[config.mk]
export PLATFORM = sky130hd
export DESIGN_NAME = ordered_list_table_flat
export DESIGN_NICKNAME = d
export VERILOG_FILES = /design/src/rtl/olt_pkg.sv /design/src/rtl/olt_in_if.sv /design/src/rtl/olt_out_if.sv /design/src/rtl/ordered_list_table.sv /design/src/rtl/olt_ctrl.sv /design/src/rtl/olt_dp.sv /design/src/flat_wrapper.sv
export VERILOG_INCLUDE_DIRS = /design/src /design/src/rtl
export SDC_FILE = /design/constraint.sdc
export NUM_CORES = 1
export LEC_CHECK = 0
export ABC_AREA = 1
export BUFFER_PORTS_ARGS = -buffer_cell sky130_fd_sc_hd__buf_2
export CAP_MARGIN = 20
export CORE_AREA = 3 3 298 300
export DETAILED_ROUTE_END_ITERATION = 10
export DIE_AREA = 0 0 301 303
export GPL_TIMING_DRIVEN = 0
export REMOVE_ABC_BUFFERS = 1
export SYNTH_ARGS = -nofsm -noshare
export SYNTH_HDL_FRONTEND = slang
export SYNTH_SLANG_ARGS = --single-unit
[constraint.sdc]
create_clock -name clk_i -period 7.8 [get_ports clk_i]
set_clock_uncertainty 0.05 [all_clocks]
set_input_delay 0.39 -clock clk_i [delete_from_list [all_inputs] [get_ports clk_i]]
set_output_delay 0.39 -clock clk_i [all_outputs]
set_load 0.01 [all_outputs]
[src/rtl/ordered_list_table_assert.svh]
// Assertion macros for the ordered list table.
`ifndef ORDERED_LIST_TABLE_ASSERT_SVH
`define ORDERED_LIST_TABLE_ASSERT_SVH

// Same-cycle implication, sampled on clk_i, off while rst_ni is low.
`define OLT_ASSERT_NOW(lbl, ante, cons, msg) \
  lbl: assert property (@(posedge clk_i) disable iff (!rst_ni) (ante) |-> (cons)) \
    else $error(msg);

// Next-cycle implication, sampled on clk_i, off while rst_ni is low.
`define OLT_ASSERT_NEXT(lbl, ante, cons, msg) \
  lbl: assert property (@(posedge clk_i) disable iff (!rst_ni) (ante) |=> (cons)) \
    else $error(msg);

`endif

[src/rtl/olt_pkg.sv]
// Shared constants, codes and control types of the ordered list table.
`default_nettype none

package olt_pkg;

  localparam int CAPACITY = 16;
  localparam int IDX_W    = $clog2(CAPACITY);
  localparam int CNT_W    = $clog2(CAPACITY + 1);
  localparam int POS_W    = 5;
  localparam int DATA_W   = 32;
  localparam int CMD_W    = 3;
  localparam int ST_W     = 2;
  localparam int CMP_W    = ((CNT_W > POS_W) ? CNT_W : POS_W) + 1;

  typedef enum logic [CMD_W-1:0] {
    CMD_INSERT = 3'd0,
    CMD_DELETE = 3'd1,
    CMD_GET    = 3'd2,
    CMD_LOCATE = 3'd3,
    CMD_CLEAR  = 3'd4
  } cmd_e;

  typedef enum logic [ST_W-1:0] {
    ST_OK        = 2'd0,
    ST_BAD_POS   = 2'd1,
    ST_FULL      = 2'd2,
    ST_NOT_FOUND = 2'd3
  } status_e;

  // Commands from the controller to the datapath.
  typedef struct packed {
    logic exec;        // run a non-locate command on the accepted item
    logic start_scan;  // latch the search value, point at the first entry
    logic scan;        // compare one entry this cycle
  } olt_cmd_t;

  // Status from the datapath to the controller.
  typedef struct packed {
    logic slot_free;   // output register empty or being emptied
    logic in_locate;   // offered item is a locate
    logic scan_end;    // current compare hits or is the last one
  } olt_sts_t;

endpackage

`default_nettype wire

[src/rtl/olt_in_if.sv]
// Input channel of the ordered list table: command, position and value.
`default_nettype none

interface olt_in_if;
  import olt_pkg::*;

  logic                     valid;
  logic                     ready;
  logic [CMD_W-1:0]         command;
  logic [POS_W-1:0]         position;
  logic signed [DATA_W-1:0] value;

  modport source (output valid, output command, output position, output value, input ready);
  modport sink   (input valid, input command, input position, input value, output ready);
endinterface

`default_nettype wire

[src/rtl/olt_out_if.sv]
// Output channel of the ordered list table: status, element, position, length.
`default_nettype none

interface olt_out_if;
  import olt_pkg::*;

  logic                     valid;
  logic                     ready;
  logic [ST_W-1:0]          status;
  logic signed [DATA_W-1:0] element;
  logic [POS_W-1:0]         found_position;
  logic [POS_W-1:0]         length_now;

  modport source (output valid, output status, output element, output found_position,
                  output length_now, input ready);
  modport sink   (input valid, input status, input element, input found_position,
                  input length_now, output ready);
endinterface

`default_nettype wire

[src/rtl/ordered_list_table.sv]
// Top level of the ordered list table: controller, datapath and channel wiring.
//
//   channel  role    payload
//   in_i     sink    command, position, value
//   out_o    source  status, element, found_position, length_now
//
// Insert, delete, get, clear and unused codes are accepted and their result is
// loaded into the output register at the same edge.
// Locate walks the stored entries through the single read port, one per cycle,
// and stops at the first hit or at the last stored entry.
// rst_ni (asynchronous, active low) empties the list and the output register.
// A new item is taken only while the output register is empty or being read.
`default_nettype none

`include "ordered_list_table_assert.svh"

module ordered_list_table (
  input  logic      clk_i,
  input  logic      rst_ni,
  olt_in_if.sink    in_i,
  olt_out_if.source out_o
);
  import olt_pkg::*;

  olt_cmd_t cmd;
  olt_sts_t sts;

  // Hold the handshake and sequence the locate scan.
  olt_ctrl u_ctrl (
    .clk_i      (clk_i),
    .rst_ni     (rst_ni),
    .in_valid_i (in_i.valid),
    .in_ready_o (in_i.ready),
    .sts_i      (sts),
    .cmd_o      (cmd)
  );

  // Store entries, shift them, and register each result.
  olt_dp u_dp (
    .clk_i            (clk_i),
    .rst_ni           (rst_ni),
    .cmd_i            (cmd),
    .sts_o            (sts),
    .command_i        (in_i.command),
    .position_i       (in_i.position),
    .value_i          (in_i.value),
    .out_ready_i      (out_o.ready),
    .out_valid_o      (out_o.valid),
    .status_o         (out_o.status),
    .element_o        (out_o.element),
    .found_position_o (out_o.found_position),
    .length_now_o     (out_o.length_now)
  );

  // No item is taken while a scan runs.
  `OLT_ASSERT_NOW(a_no_accept_in_scan, cmd.scan, !in_i.ready, "item taken during locate scan")
  // A non-locate command shows its result at the next edge.
  `OLT_ASSERT_NEXT(a_exec_result, cmd.exec, out_o.valid, "one-cycle command lost its result")
  // The scan stops once it ends and leaves a result behind.
  `OLT_ASSERT_NEXT(a_scan_stops, cmd.scan && sts.scan_end, !cmd.scan && out_o.valid,
                   "locate scan did not finish cleanly")

endmodule

`default_nettype wire

[src/rtl/olt_ctrl.sv]
// Controller of the ordered list table: accept items and sequence the locate scan.
`default_nettype none

module olt_ctrl (
  input  logic              clk_i,
  input  logic              rst_ni,
  input  logic              in_valid_i,
  output logic              in_ready_o,
  input  olt_pkg::olt_sts_t sts_i,
  output olt_pkg::olt_cmd_t cmd_o
);
  import olt_pkg::*;

  typedef enum logic [1:0] {
    S_IDLE = 2'b01,
    S_SCAN = 2'b10
  } state_e;

  state_e state_q, state_d;

  always_comb begin
    state_d    = state_q;
    cmd_o      = '0;
    in_ready_o = 1'b0;
    unique case (state_q)
      S_IDLE: begin
        in_ready_o = sts_i.slot_free;
        if (in_valid_i && sts_i.slot_free) begin
          if (sts_i.in_locate) begin
            cmd_o.start_scan = 1'b1;
            state_d          = S_SCAN;
          end else begin
            cmd_o.exec = 1'b1;
          end
        end
      end
      S_SCAN: begin
        cmd_o.scan = 1'b1;
        if (sts_i.scan_end) begin
          state_d = S_IDLE;
        end
      end
      default: begin
        state_d = S_IDLE;
      end
    endcase
  end

  always_ff @(posedge clk_i or negedge rst_ni) begin
    if (!rst_ni) begin
      state_q <= S_IDLE;
    end else begin
      state_q <= state_d;
    end
  end

endmodule

`default_nettype wire

[src/rtl/olt_dp.sv]
// Datapath of the ordered list table: entry cells, count, scan pointer, result register.
`default_nettype none

module olt_dp (
  input  logic                             clk_i,
  input  logic                             rst_ni,
  input  olt_pkg::olt_cmd_t                cmd_i,
  output olt_pkg::olt_sts_t                sts_o,
  input  logic [olt_pkg::CMD_W-1:0]        command_i,
  input  logic [olt_pkg::POS_W-1:0]        position_i,
  input  logic signed [olt_pkg::DATA_W-1:0] value_i,
  input  logic                             out_ready_i,
  output logic                             out_valid_o,
  output logic [olt_pkg::ST_W-1:0]         status_o,
  output logic signed [olt_pkg::DATA_W-1:0] element_o,
  output logic [olt_pkg::POS_W-1:0]        found_position_o,
  output logic [olt_pkg::POS_W-1:0]        length_now_o
);
  import olt_pkg::*;

  logic [DATA_W-1:0] entries_q [CAPACITY];
  logic [CNT_W-1:0]  cnt_q, cnt_d;
  logic [IDX_W-1:0]  idx_q;
  logic [DATA_W-1:0] key_q;

  logic              out_valid_q;
  logic [ST_W-1:0]   status_q;
  logic [DATA_W-1:0] element_q;
  logic [POS_W-1:0]  found_q;
  logic [POS_W-1:0]  len_q;

  logic [CMP_W-1:0]  pos_ext, pos_m1, cnt_ext, idx_ext;
  logic [IDX_W-1:0]  rd_idx;
  logic [DATA_W-1:0] rd_data;
  logic              rd_pos_ok, ins_pos_ok, full;
  logic              ins_do, del_do, clr_do;
  logic              scan_hit, scan_last, scan_fin;
  status_e           exec_status;
  logic [DATA_W-1:0] exec_element;

  assign pos_ext    = CMP_W'(position_i);
  assign pos_m1     = pos_ext - 1'b1;
  assign cnt_ext    = CMP_W'(cnt_q);
  assign idx_ext    = CMP_W'(idx_q);
  assign full       = (cnt_ext == CMP_W'(CAPACITY));
  assign rd_pos_ok  = (pos_ext != '0) && (pos_ext <= cnt_ext);
  assign ins_pos_ok = (pos_ext != '0) && (pos_ext <= cnt_ext + 1'b1);

  // One read port, shared by get/delete and the locate scan.
  assign rd_idx  = cmd_i.scan ? idx_q : pos_m1[IDX_W-1:0];
  assign rd_data = entries_q[rd_idx];

  assign scan_hit  = (cnt_q != '0) && (rd_data == key_q);
  assign scan_last = (idx_ext + 1'b1 >= cnt_ext);
  assign scan_fin  = cmd_i.scan && (scan_hit || scan_last);

  assign sts_o.slot_free = !out_valid_q || out_ready_i;
  assign sts_o.in_locate = (command_i == CMD_LOCATE);
  assign sts_o.scan_end  = scan_hit || scan_last;

  always_comb begin
    exec_status  = ST_OK;
    exec_element = '0;
    ins_do       = 1'b0;
    del_do       = 1'b0;
    clr_do       = 1'b0;
    unique case (command_i)
      CMD_INSERT: begin
        if (!ins_pos_ok) begin
          exec_status = ST_BAD_POS;
        end else if (full) begin
          exec_status = ST_FULL;
        end else begin
          ins_do = cmd_i.exec;
        end
      end
      CMD_DELETE: begin
        if (!rd_pos_ok) begin
          exec_status = ST_BAD_POS;
        end else begin
          exec_element = rd_data;
          del_do       = cmd_i.exec;
        end
      end
      CMD_GET: begin
        if (!rd_pos_ok) begin
          exec_status = ST_BAD_POS;
        end else begin
          exec_element = rd_data;
        end
      end
      CMD_CLEAR: begin
        clr_do = cmd_i.exec;
      end
      default: begin
        // locate never runs here; unused codes change nothing
      end
    endcase
  end

  always_comb begin
    cnt_d = cnt_q;
    if (ins_do) begin
      cnt_d = cnt_q + 1'b1;
    end else if (del_do) begin
      cnt_d = cnt_q - 1'b1;
    end else if (clr_do) begin
      cnt_d = '0;
    end
  end

  // Insert shifts cells above the slot up; delete shifts cells from the slot on down.
  for (genvar k = 0; k < CAPACITY; k++) begin : g_cell
    always_ff @(posedge clk_i) begin
      if (ins_do) begin
        if (CMP_W'(k) == pos_m1) begin
          entries_q[k] <= value_i;
        end else if (CMP_W'(k) > pos_m1) begin
          if (k > 0) begin
            entries_q[k] <= entries_q[(k > 0) ? k - 1 : 0];
          end
        end
      end else if (del_do) begin
        if (k < CAPACITY - 1) begin
          if (CMP_W'(k) >= pos_m1) begin
            entries_q[k] <= entries_q[(k < CAPACITY - 1) ? k + 1 : k];
          end
        end
      end
    end
  end

  always_ff @(posedge clk_i or negedge rst_ni) begin
    if (!rst_ni) begin
      cnt_q       <= '0;
      idx_q       <= '0;
      out_valid_q <= 1'b0;
    end else begin
      cnt_q <= cnt_d;
      if (cmd_i.start_scan) begin
        idx_q <= '0;
      end else if (cmd_i.scan) begin
        idx_q <= idx_q + 1'b1;
      end
      if (cmd_i.exec || scan_fin) begin
        out_valid_q <= 1'b1;
      end else if (out_ready_i) begin
        out_valid_q <= 1'b0;
      end
    end
  end

  always_ff @(posedge clk_i) begin
    if (cmd_i.start_scan) begin
      key_q <= value_i;
    end
    if (cmd_i.exec) begin
      status_q  <= exec_status;
      element_q <= exec_element;
      found_q   <= '0;
      len_q     <= POS_W'(cnt_d);
    end else if (scan_fin) begin
      status_q  <= scan_hit ? ST_OK : ST_NOT_FOUND;
      element_q <= '0;
      found_q   <= scan_hit ? POS_W'(idx_ext + 1'b1) : '0;
      len_q     <= POS_W'(cnt_q);
    end
  end

  assign out_valid_o      = out_valid_q;
  assign status_o         = status_q;
  assign element_o        = element_q;
  assign found_position_o = found_q;
  assign length_now_o     = len_q;

endmodule

`default_nettype wire
[src/flat_wrapper.sv]
// flat-port wrapper written by rule: the top's interface ports become plain ports
module ordered_list_table_flat import olt_pkg::*;
  (clk_i, rst_ni, in_i_valid, in_i_command, in_i_position, in_i_value, in_i_ready, out_o_valid, out_o_status, out_o_element, out_o_found_position, out_o_length_now, out_o_ready);
  olt_in_if in_i_i ();
  olt_out_if out_o_i ();
  input  logic clk_i;
  input  logic rst_ni;
  input wire logic [$bits(in_i_i.valid)-1:0] in_i_valid;
  input wire logic [$bits(in_i_i.command)-1:0] in_i_command;
  input wire logic [$bits(in_i_i.position)-1:0] in_i_position;
  input wire logic [$bits(in_i_i.value)-1:0] in_i_value;
  output wire logic [$bits(in_i_i.ready)-1:0] in_i_ready;
  output wire logic [$bits(out_o_i.valid)-1:0] out_o_valid;
  output wire logic [$bits(out_o_i.status)-1:0] out_o_status;
  output wire logic [$bits(out_o_i.element)-1:0] out_o_element;
  output wire logic [$bits(out_o_i.found_position)-1:0] out_o_found_position;
  output wire logic [$bits(out_o_i.length_now)-1:0] out_o_length_now;
  input wire logic [$bits(out_o_i.ready)-1:0] out_o_ready;
  assign in_i_i.valid = in_i_valid;
  assign in_i_i.command = in_i_command;
  assign in_i_i.position = in_i_position;
  assign in_i_i.value = in_i_value;
  assign in_i_ready = in_i_i.ready;
  assign out_o_valid = out_o_i.valid;
  assign out_o_status = out_o_i.status;
  assign out_o_element = out_o_i.element;
  assign out_o_found_position = out_o_i.found_position;
  assign out_o_length_now = out_o_i.length_now;
  assign out_o_i.ready = out_o_ready;
  ordered_list_table u_core (.clk_i(clk_i), .rst_ni(rst_ni), .in_i(in_i_i), .out_o(out_o_i));
endmodule
After elaboration in Yosys (flattened, before gate mapping) --
Memory sizes are Yosys's and may differ from the RTL's. Index checks and enable logic that the tools add are counted. W data, S select, Z words.
Storage, ports and cells: bits in registers 88, bits in writable memories 512, input bits 44, output and inout bits 46, word-level logic and storage cells 359, memories kept 1
Memories:
- u_core.u_dp.entries_q | depth 16, width 32, read ports 17, clocked after memory_dff 0, write ports 16, line olt_dp.sv:21 | logic [DATA_W-1:0] entries_q [CAPACITY];
Cells by class: add/subtract/negate cells 6, order comparisons 33, eq/ne operators 26, multiplexer cells 236, bitwise logic cells 30, reduce and logical (&&, ||, !) cells 18
Operator list (number):
- $mux W32 | 34
- $mux W1 | 181
- $eq A4 B6 Y1 const A | 8
- $gt A4 B6 Y1 const A | 8
- $ge A4 B6 Y1 const A | 7
- $eq A32 B32 Y1 | 1
- $mux W5 | 6
- $or A1 B1 Y1 | 30
- $eq A3 B6 Y1 const A | 4
- $ge A3 B6 Y1 const A | 4
- $gt A3 B6 Y1 const A | 4
- $mux W2 | 10
- $eq A2 B6 Y1 const A | 2
- $ge A1 B6 Y1 const A | 2
- $ge A2 B6 Y1 const A | 2
- $gt A2 B6 Y1 const A | 2
- $mux W4 | 3
- $pmux W2 S2 | 2
- $add A5 B1 Y6 const B | 1
- $eq A1 B6 Y1 const A | 1
- $eq A3 B2 Y1 const B | 2
- $ge A6 B5 Y1 | 1
- $gt A1 B6 Y1 const A | 1
- $le A5 B6 Y1 | 1
- 23 further kinds | 32

Logic depth before layout (Yosys ltp) --
Gate-level depths: netlist of the first run.
depth in word-level cells 12, depth in mapped cells 24, depth with buffers taken out 23

Modules after synthesis --
Synthesis of the first run repeated with hierarchy kept, for this count alone.
Unflattened totals: cells, all modules 4199, area, all modules 35124.9 um2
By module, submodules not included:
- olt_dp | times used 1, cells an instance 4182, area an instance 34997.3 um2, seq. area each 17857.1 um2
- olt_ctrl | times used 1, cells an instance 17, area an instance 127.6 um2, seq. area each 51.3 um2

Least setup slack after synthesis of the first run --
No wires, ideal clock.
kind reg-to-reg, start point reg u_core.u_dp.cnt_q[2], end point mem u_core.u_dp.entries_q[2][0], enable pin, setup time 0.432 ns, data arrival time 4.881 ns, required time 7.318 ns, setup slack 2.437 ns, cell stages (with the launch flop) 17, buffers on the path 2, clock period less this slack 5.363 ns, cells stage by stage dfrtp_1 > inv_1 > nor3_1 > xor2_1 > ha_1 > a21oi_1 > o21ai_0 > a21oi_1 > o21a_1 > nand3_1 > nor2_2 > buf_2 > nand2_1 > clkbuf_1 > nand2_1 > inv_1 > a21oi_1
RTL lines:
- start: declaration | line olt_dp.sv:22 | logic [CNT_W-1:0] cnt_q, cnt_d;
- start signal: assignment | line olt_dp.sv:139 | cnt_q <= cnt_d;
- end: declaration | line olt_dp.sv:21

Worst setup path after layout of the first run --
start point reg u_core.u_ctrl.state_q[0], end point reg u_core.u_dp.element_q[21] (netlist: u_core.u_dp.element_o[21]), enable pin
Between the ends: word-level cells in the longest chain between the ends 9, elaborated cells between the ends (all ways) 11, those cells by class 3 x eq/ne; 3 x mux; 4 x reduce/logical; 1 x memory
Ends and longest elaborated chain:
- start: declaration | line olt_ctrl.sv:19 | state_e state_q, state_d;
- start signal: assignment | line olt_ctrl.sv:53 | state_q <= state_d;
- $eq A2 B2 Y1 | line olt_ctrl.sv:25 | unique case (state_q)
- $mux W1 | line olt_ctrl.sv:25
- $mux W4 | line olt_dp.sv:50 | assign rd_idx = cmd_i.scan ? idx_q : pos_m1[IDX_W-1:0];
- $mem_v2 Z16 W32
- $eq A32 B32 Y1 | line olt_dp.sv:53 | assign scan_hit = (cnt_q != '0) && (rd_data == key_q);
- $logic_and A1 B1 Y1 | line olt_dp.sv:53
- $logic_or A1 B1 Y1 | line olt_dp.sv:55 | assign scan_fin = cmd_i.scan && (scan_hit || scan_last);
- $logic_and A1 B1 Y1 | line olt_dp.sv:55
- $reduce_bool A2 Y1 (no source line) *
- end signal: assignment | line olt_dp.sv:159 | element_q <= exec_element;
- end: declaration | line olt_dp.sv:28 | logic [DATA_W-1:0] element_q;
Every way passes the cells marked *; elsewhere a longest branch is shown, timed or not. A chain may end at the register's enable or synchronous reset.

==> results of run 1 <==
-- through the flow --
step	instance area, µm²	setup TNS (ns)
after CTS	40000	0
after global placement	35700	-2697.71
after floorplan	33800	-355.52
after detailed placement	37900	0
final	40000	0
after global routing	40000	0
-- critical path, cell delays in order (launching register included) --
cell and delay, ns:
dfstp_2 0.52, inv_2 0.05, nand2_1 0.50, nand2_4 0.59, buf_16 0.43, nand2_4 0.53, buf_16 0.32, inv_4 0.27
buf_12 0.29, nand2_1 0.09, nand3_1 0.07, nand3_1 0.08, nand3_1 0.13, nand2_1 0.16, nand2_1 0.07, nand2_1 0.14
nand2_1 0.07, nor2_1 0.09, nand2_1 0.14, nor2_1 0.37, nand3_2 0.29, nand2_1 0.17, nand2_2 0.12, nand2_2 0.50
buf_12 0.26
-- registers in the layout, indices dropped and copies added (netlist names) --
name	count
u_core.u_dp.entries_q	512
u_core.u_dp.element_o	32
u_core.u_dp.key_q	32
u_core.u_dp.cnt_q	5
u_core.u_dp.found_position_o	5
u_core.u_dp.length_now_o	5
u_core.u_dp.idx_q	4
u_core.u_ctrl.state_q	2
u_core.u_dp.status_o	2
u_core.u_dp.out_valid_o	1
-- cells in the mapped netlist, types with 2 or more instances --
cell type  count
edfxtp_1     583
buf_2         68
ha_1          22
or2_0          2
o21ai_0      457
o22ai_1       37
nand4_1        2
or2_2          3
dfrtp_1       11
clkbuf_1     227
o21ai_1       29
nor2_1       251
a31oi_1       42
a21oi_1      152
inv_1        439
nand2_1      910
o221ai_1      35
o211ai_1     316
nand3b_1      12
inv_2          6
nor4_1         2
nor3_1        27
o21a_1        15
nand2_2        2
clkinv_1       5
o21ai_2        2
dfxtp_1        5
xor2_1         9
o31ai_1        3
buf_4          3
nand3_1      511
nor3_2         2
buf_1         43
-- worst paths after layout --
kind                                              endpoint  slack, ns  cells past startpoint
setup / recovery                 u_core.u_dp.element_o[21]       1.00                     24
hold reg to reg            u_core.u_dp.found_position_o[1]       0.41                      2
max in group asynchronous         u_core.u_ctrl.state_q[0]       7.30                      2
hold / removal                        u_core.u_dp.key_q[8]       0.06                      1
setup reg to reg                 u_core.u_dp.element_o[21]       1.00                     24
min in group asynchronous             u_core.u_dp.idx_q[0]       0.11                      2
-- power groups by stage --
stage / sequential, µW / clock (µW) / combinational, µW
after floorplan: 3750 / 0 / 730
after global placement: 3760 / 0 / 1140
after detailed placement: 3750 / 0 / 1200
after CTS: 3680 / 3190 / 1200
after global routing: 3690 / 3310 / 1350
final: 3680 / 3160 / 1220
-- final cells by class --
cell class / count / area [µm²]
repair buffers: 180 / 2210
well taps: 1155 / 1450
diodes: 1 / 2.50
flip-flops and latches: 600 / 17900
clock buffers: 95 / 1950
fillers: 8386 / 46500
multi-input cells: 2856 / 14600
clock inverters: 34 / 158
inverters: 450 / 1690
-- logic make-up (layout without fill, tap and decap cells) --
kind of cell | after synthesis | count (layout)
AND/OR/NAND/NOR | 1731 | 1731
AO/OA/AOI/OAI | 1091 | 1091
buffers and inverters | 792 | 759
flip-flops | 600 | 600
adder cells (fa/ha/maj) | 22 | 22
XOR/XNOR | 10 | 10
multiplexers | 2 | 2
other | 0 | 1
-- layer usage --
layer	vias up	track usage (%)	wire length, µm
li1	14700	-	-
met2	1868	44.3	58200
met5	-	0	16
met1	15500	38.4	52300
met4	2	11.0	4880
met3	283	4.83	13700
==> impl_metrics.yaml, run 1 <==
cells_and_area:
  utilization_pct: 46.3
  flow.area_growth_from_synthesis_pct: 13.6
  finalNonFillerCells: 5371
  final_cell_mix: "nand2_1 (891), edfxtp_1 (583), nand3_1 (506)"
  drive_gt1_share_pct: 7.97
  final_common_cell: "nand2_1"
  final_nets: 4226
clock_tree:
  cts-buffers-inserted: 72
  clockBufferDepth: 3
  cts.sinks: 600
  holdBufCountCts: 2
  clkTransAtPathRegs_ns: 0.06
  cts.htree.levels: 3
  clock_latency_ns: 0.65
  root_buffer: "clkbuf_16"
  postCtsSetupBuffers: 0
  tritoncts: "done"
  cts_resized: 0
placement:
  dp_cells: 5239
  port_buffers: 89
  gp_congestion: 0.838
  dp_hpwl_mm: 82.9
  place_ws_ns: 1.09
detailed_routing:
  wire_per_inst_um: 24.1
  drtPass1Iterations: 6
  drc: 0
  drt_iter0_drc: 4077
  via_per_inst: 6.02
  ant_nets: 0
  wl_mm: 129
  vias: 32300
timing:
  fin_ws_ns: 1.00
  setup_viol: 0
  drv_slew: 0
  max_freq_ghz: 0.147
  rsz0062_at_grt: "false"
  whs_ns: 0.0572
  worst_slew_pin_slew_ns: 1.10
  slew_headroom_pct: 26.2
  finalCritPeriodShare_pct: 87.1
  min_period_ns: 6.80
  hold_viol: 0
die:
  start_util_pct: 40.7
  fp.dieW_um: 301
  rows: 108
  die_area_um2: 91200
  io_pins: 90
  fp.dieH_um: 303
  core_um2: 86500
grt:
  grt_usage_pct: 28.0
  antenna_found_initial: 5
  grt-ovfl-total: 0
  grt_pass1_vias: 30300
  grt_pass1_wl_mm: 192
  grt_max_degree: 85
critical_path:
  cp_data_arrival_time_ns: 7.05
  start_kind: "register"
  cp-startpoint: "u_core.u_ctrl.state_q[0]"
  cp.required_ns: 8.06
  end_kind: "register"
  crit_type: "register to register"
  r2r-start: "u_core.u_ctrl.state_q[0]"
  crit_fanout: 69
yosys:
  async_reset_ff_share_pct: 2.00
  synth_top_family_by_area: "simple AND/OR/NAND/NOR gates"
  synth-compound-area-share_pct: 18.6
  yosysTopAreaCell: "edfxtp_1"
  ys_types: 48
  synth_area_per_cell_um2: 8.29
  synth.yosys.warnings: 0
  synth_adder_area_share_pct: 0.782
  ys_ff_latch: 600
  synth.area.top_cells: "edfxtp_1 (50%), nand2_1 (9.7%), nand3_1 (7.3%)"
  synth.mux.area_fraction_pct: 0.0604
  synthCells: 4248
  synth_edf_count: 583
  syn_area_um2: 35200
  ys.flop_type: "edfxtp_1"
  synth-xor-area-share_pct: 0.249
  yosys.area.top_type_share_pct: 49.7
  seq_area_frac_synth_pct: 50.9
  synthSimpleGateAreaFrac_pct: 20.7
pwr:
  power.total_uw: 8060
  irDropWorstVdd_mv: 0.164
  clkPwrFrac_pct: 39.2
  power_density_nw_per_um2: 201
  p_sw_share_pct: 28.0
  p_sw_uw: 2260
  total_leakage_power_uw: 0.0158
  seq_power_share_pct: 45.7
  intPower_uw: 5800
  combPwrFrac_pct: 15.1
status:
  status: "complete, no violations"
min_path:
  hp-start: "in_i_value[8]"
  hold_class: "input pin to register"
flow_run:
  drv_cap: 0
Note: power is estimated with default switching activity, not from simulation.
==> run 2: changes to the inputs <==
--- a/config.mk
+++ b/config.mk
@@ -6,12 +6,11 @@
 export SDC_FILE = /design/constraint.sdc
 export NUM_CORES = 1
 export LEC_CHECK = 0
-export ABC_AREA = 1
 export BUFFER_PORTS_ARGS = -buffer_cell sky130_fd_sc_hd__buf_2
 export CAP_MARGIN = 20
-export CORE_AREA = 3 3 298 300
+export CORE_AREA = 3 3 293 295
 export DETAILED_ROUTE_END_ITERATION = 10
-export DIE_AREA = 0 0 301 303
+export DIE_AREA = 0 0 296 298
 export GPL_TIMING_DRIVEN = 0
 export REMOVE_ABC_BUFFERS = 1
 export SYNTH_ARGS = -nofsm -noshare
==> impl_metrics.yaml, run 2 <==
status:
  status: "complete, no violations"
cells_and_area:
  finalNonFillerCells: 4357
  regMostFlops: "u_core.u_dp.entries_q"
  flow.area_growth_from_synthesis_pct: 15.4
  fillers: 7522
  final_common_cell: "edfxtp_1"
  final_nets: 3288
  final_cell_mix: "edfxtp_1 (583), mux2i_1 (463), nand2_1 (437)"
  drive_gt1_share_pct: 13.7
  largest_register_ffs: 512
pwr:
  total_leakage_power_uw: 0.0148
  power.total_uw: 7010
  irDropWorstVdd_mv: 0.138
  power_density_nw_per_um2: 178
clock_tree:
  root_buffer: "clkbuf_16"
  clock_latency_ns: 0.63
  holdBufCountCts: 1
  clkTransAtPathRegs_ns: 0.05
  postCtsSetupBuffers: 0
  cts.sinks: 600
  cts-buffers-inserted: 71
  cts_resized: 0
  tritoncts: "done"
  cts.htree.levels: 3
  clockBufferDepth: 3
grt:
  grt_pass1_vias: 25800
  grt_pass1_wl_mm: 173
  antenna_found_initial: 3
  grt_usage_pct: 26.2
  grt_max_degree: 92
  use_met2_pct: 41.6
  met1_usage_pct: 35.8
  grt-ovfl-total: 0
  busiest_layer: "met2"
  use_met3_pct: 3.94
placement:
  gp_congestion: 0.822
  place_ws_ns: 0.0903
  dp_cells: 4227
  port_buffers: 89
  dp_hpwl_mm: 76.3
yosys:
  async_reset_ff_share_pct: 2.00
  synth_area_per_cell_um2: 10.6
  seq_area_frac_synth_pct: 52.4
  yosysMostFrequentCell: "edfxtp_1"
  ys_ff_latch: 600
  yosysTopAreaCell: "edfxtp_1"
  synth_edf_count: 583
  ys_types: 68
  synthCells: 3219
  synth.area.top_cells: "edfxtp_1 (51%), mux2i_1 (14%), a21oi_1 (5.0%)"
  syn_area_um2: 34200
  synth.yosys.warnings: 0
  ys.flop_type: "edfxtp_1"
  yosys.area.top_type_share_pct: 51.3
  synth_common_cells: "edfxtp_1 (583), mux2i_1 (464), nand2_1 (446)"
die:
  die_area_um2: 88200
  start_util_pct: 40.9
  fp.dieH_um: 298
  io_pins: 90
  rows: 106
  fp.dieW_um: 296
  core_um2: 83400
timing:
  max_freq_ghz: 0.136
  fin_setup_tns_ns: 0
  min_period_ns: 7.34
  hold_viol: 0
  fin_ws_ns: 0.461
  setup_viol: 0
  drv_slew: 0
  whs_ns: 0.0348
  slew_headroom_pct: 26.2
  finalCritPeriodShare_pct: 94.1
  rsz0062_at_grt: "false"
  worst_slew_pin_slew_ns: 1.11
critical_path:
  end_kind: "register"
  cp.required_ns: 8.05
  cp_data_arrival_time_ns: 7.59
  start_kind: "input pin"
  crit_fanout: 33
  cp-startpoint: "in_i_position[0]"
  r2r-start: "u_core.u_ctrl.state_q[0]"
  crit_type: "input pin to register"
detailed_routing:
  drc: 0
  drt_iter0_drc: 3429
  wire_per_inst_um: 27.0
  via_per_inst: 6.19
  vias: 27000
  wl_mm: 118
  ant_nets: 0
  drtPass1Iterations: 6
flow_run:
  drv_cap: 0
min_path:
  hp-start: "out_o_ready"
  hold_class: "input pin to register"
[run 2: final timing paths]
path,endpoint,cells past startpoint,slack [ns]
setup / recovery,u_core.u_dp.element_o[25],15,0.46
min in group asynchronous,u_core.u_dp.cnt_q[4],2,0.14
setup reg to reg,u_core.u_dp.element_o[25],13,0.95
hold reg to reg,u_core.u_dp.found_position_o[2],2,0.46
max in group asynchronous,u_core.u_ctrl.state_q[0],2,7.27
hold / removal,u_core.u_dp.out_valid_o,3,0.03
[run 2: cell families (layout without fill, tap and decap cells)]
logic type / after synthesis / in the layout / share of synthesized area (%)
xor+xnor: 40 / 40 / 1.03
simple gates: 889 / 889 / 10.7
fa+ha+maj: 22 / 22 / 0.806
compound gates: 797 / 797 / 13.8
mux: 557 / 557 / 17.5
buf+inv: 314 / 370 / 3.71
other cells: 0 / 2 / 0
flops: 600 / 600 / 52.4
[run 2: metal layers]
metal	vias to the layer above	share of wire, %
li1	12000	-
met5	-	0
met1	13400	41
met3	281	8.2
met2	1367	47
met4	0	4.1
[run 2: power by group]
| part | leakage, µW | switching (µW) | internal, µW | total [µW] |
|---|---|---|---|---|
| Combinational | 0.00835 | 152 | 99.7 | 251 |
| Clock | 0.00107 | 1400 | 1830 | 3230 |
| Sequential | 0.00535 | 0 | 3530 | 3530 |
| Total | 0.0148 | 1560 | 5450 | 7010 |
[run 2: worst max-delay path: stages]
cell	delay [ns]
buf_2	0.67
inv_1	0.26
ha_1	0.50
xor2_1	0.33
mux2i_1	0.92
nand2_1	0.88
a221oi_1	0.55
nor4_1	0.14
xnor2_1	0.15
nor4_1	0.91
nand4_1	0.55
nor2_1	0.37
nand2_1	0.17
nand2_2	0.42
buf_12	0.26
[run 2: final cells by class]
class	count	area [µm²]	area share [%]
inverter	50	188	0.476
timing repair buffer	194	2420	6.15
antenna	2	5.00	0.0127
multi-input combinational	2305	15400	39.0
clock buffer	94	1900	4.83
tap	1080	1350	3.43
clock inverter	32	278	0.705
sequential	600	17900	45.4
[run 2: stage by stage]
step                      utilization [%]  cell area (µm²)
after floorplan                         -            33100
after global placement               41.8            34900
after detailed placement             44.6            37200
after CTS                            47.2            39400
after global routing                 47.2            39400
final                                47.2            39400
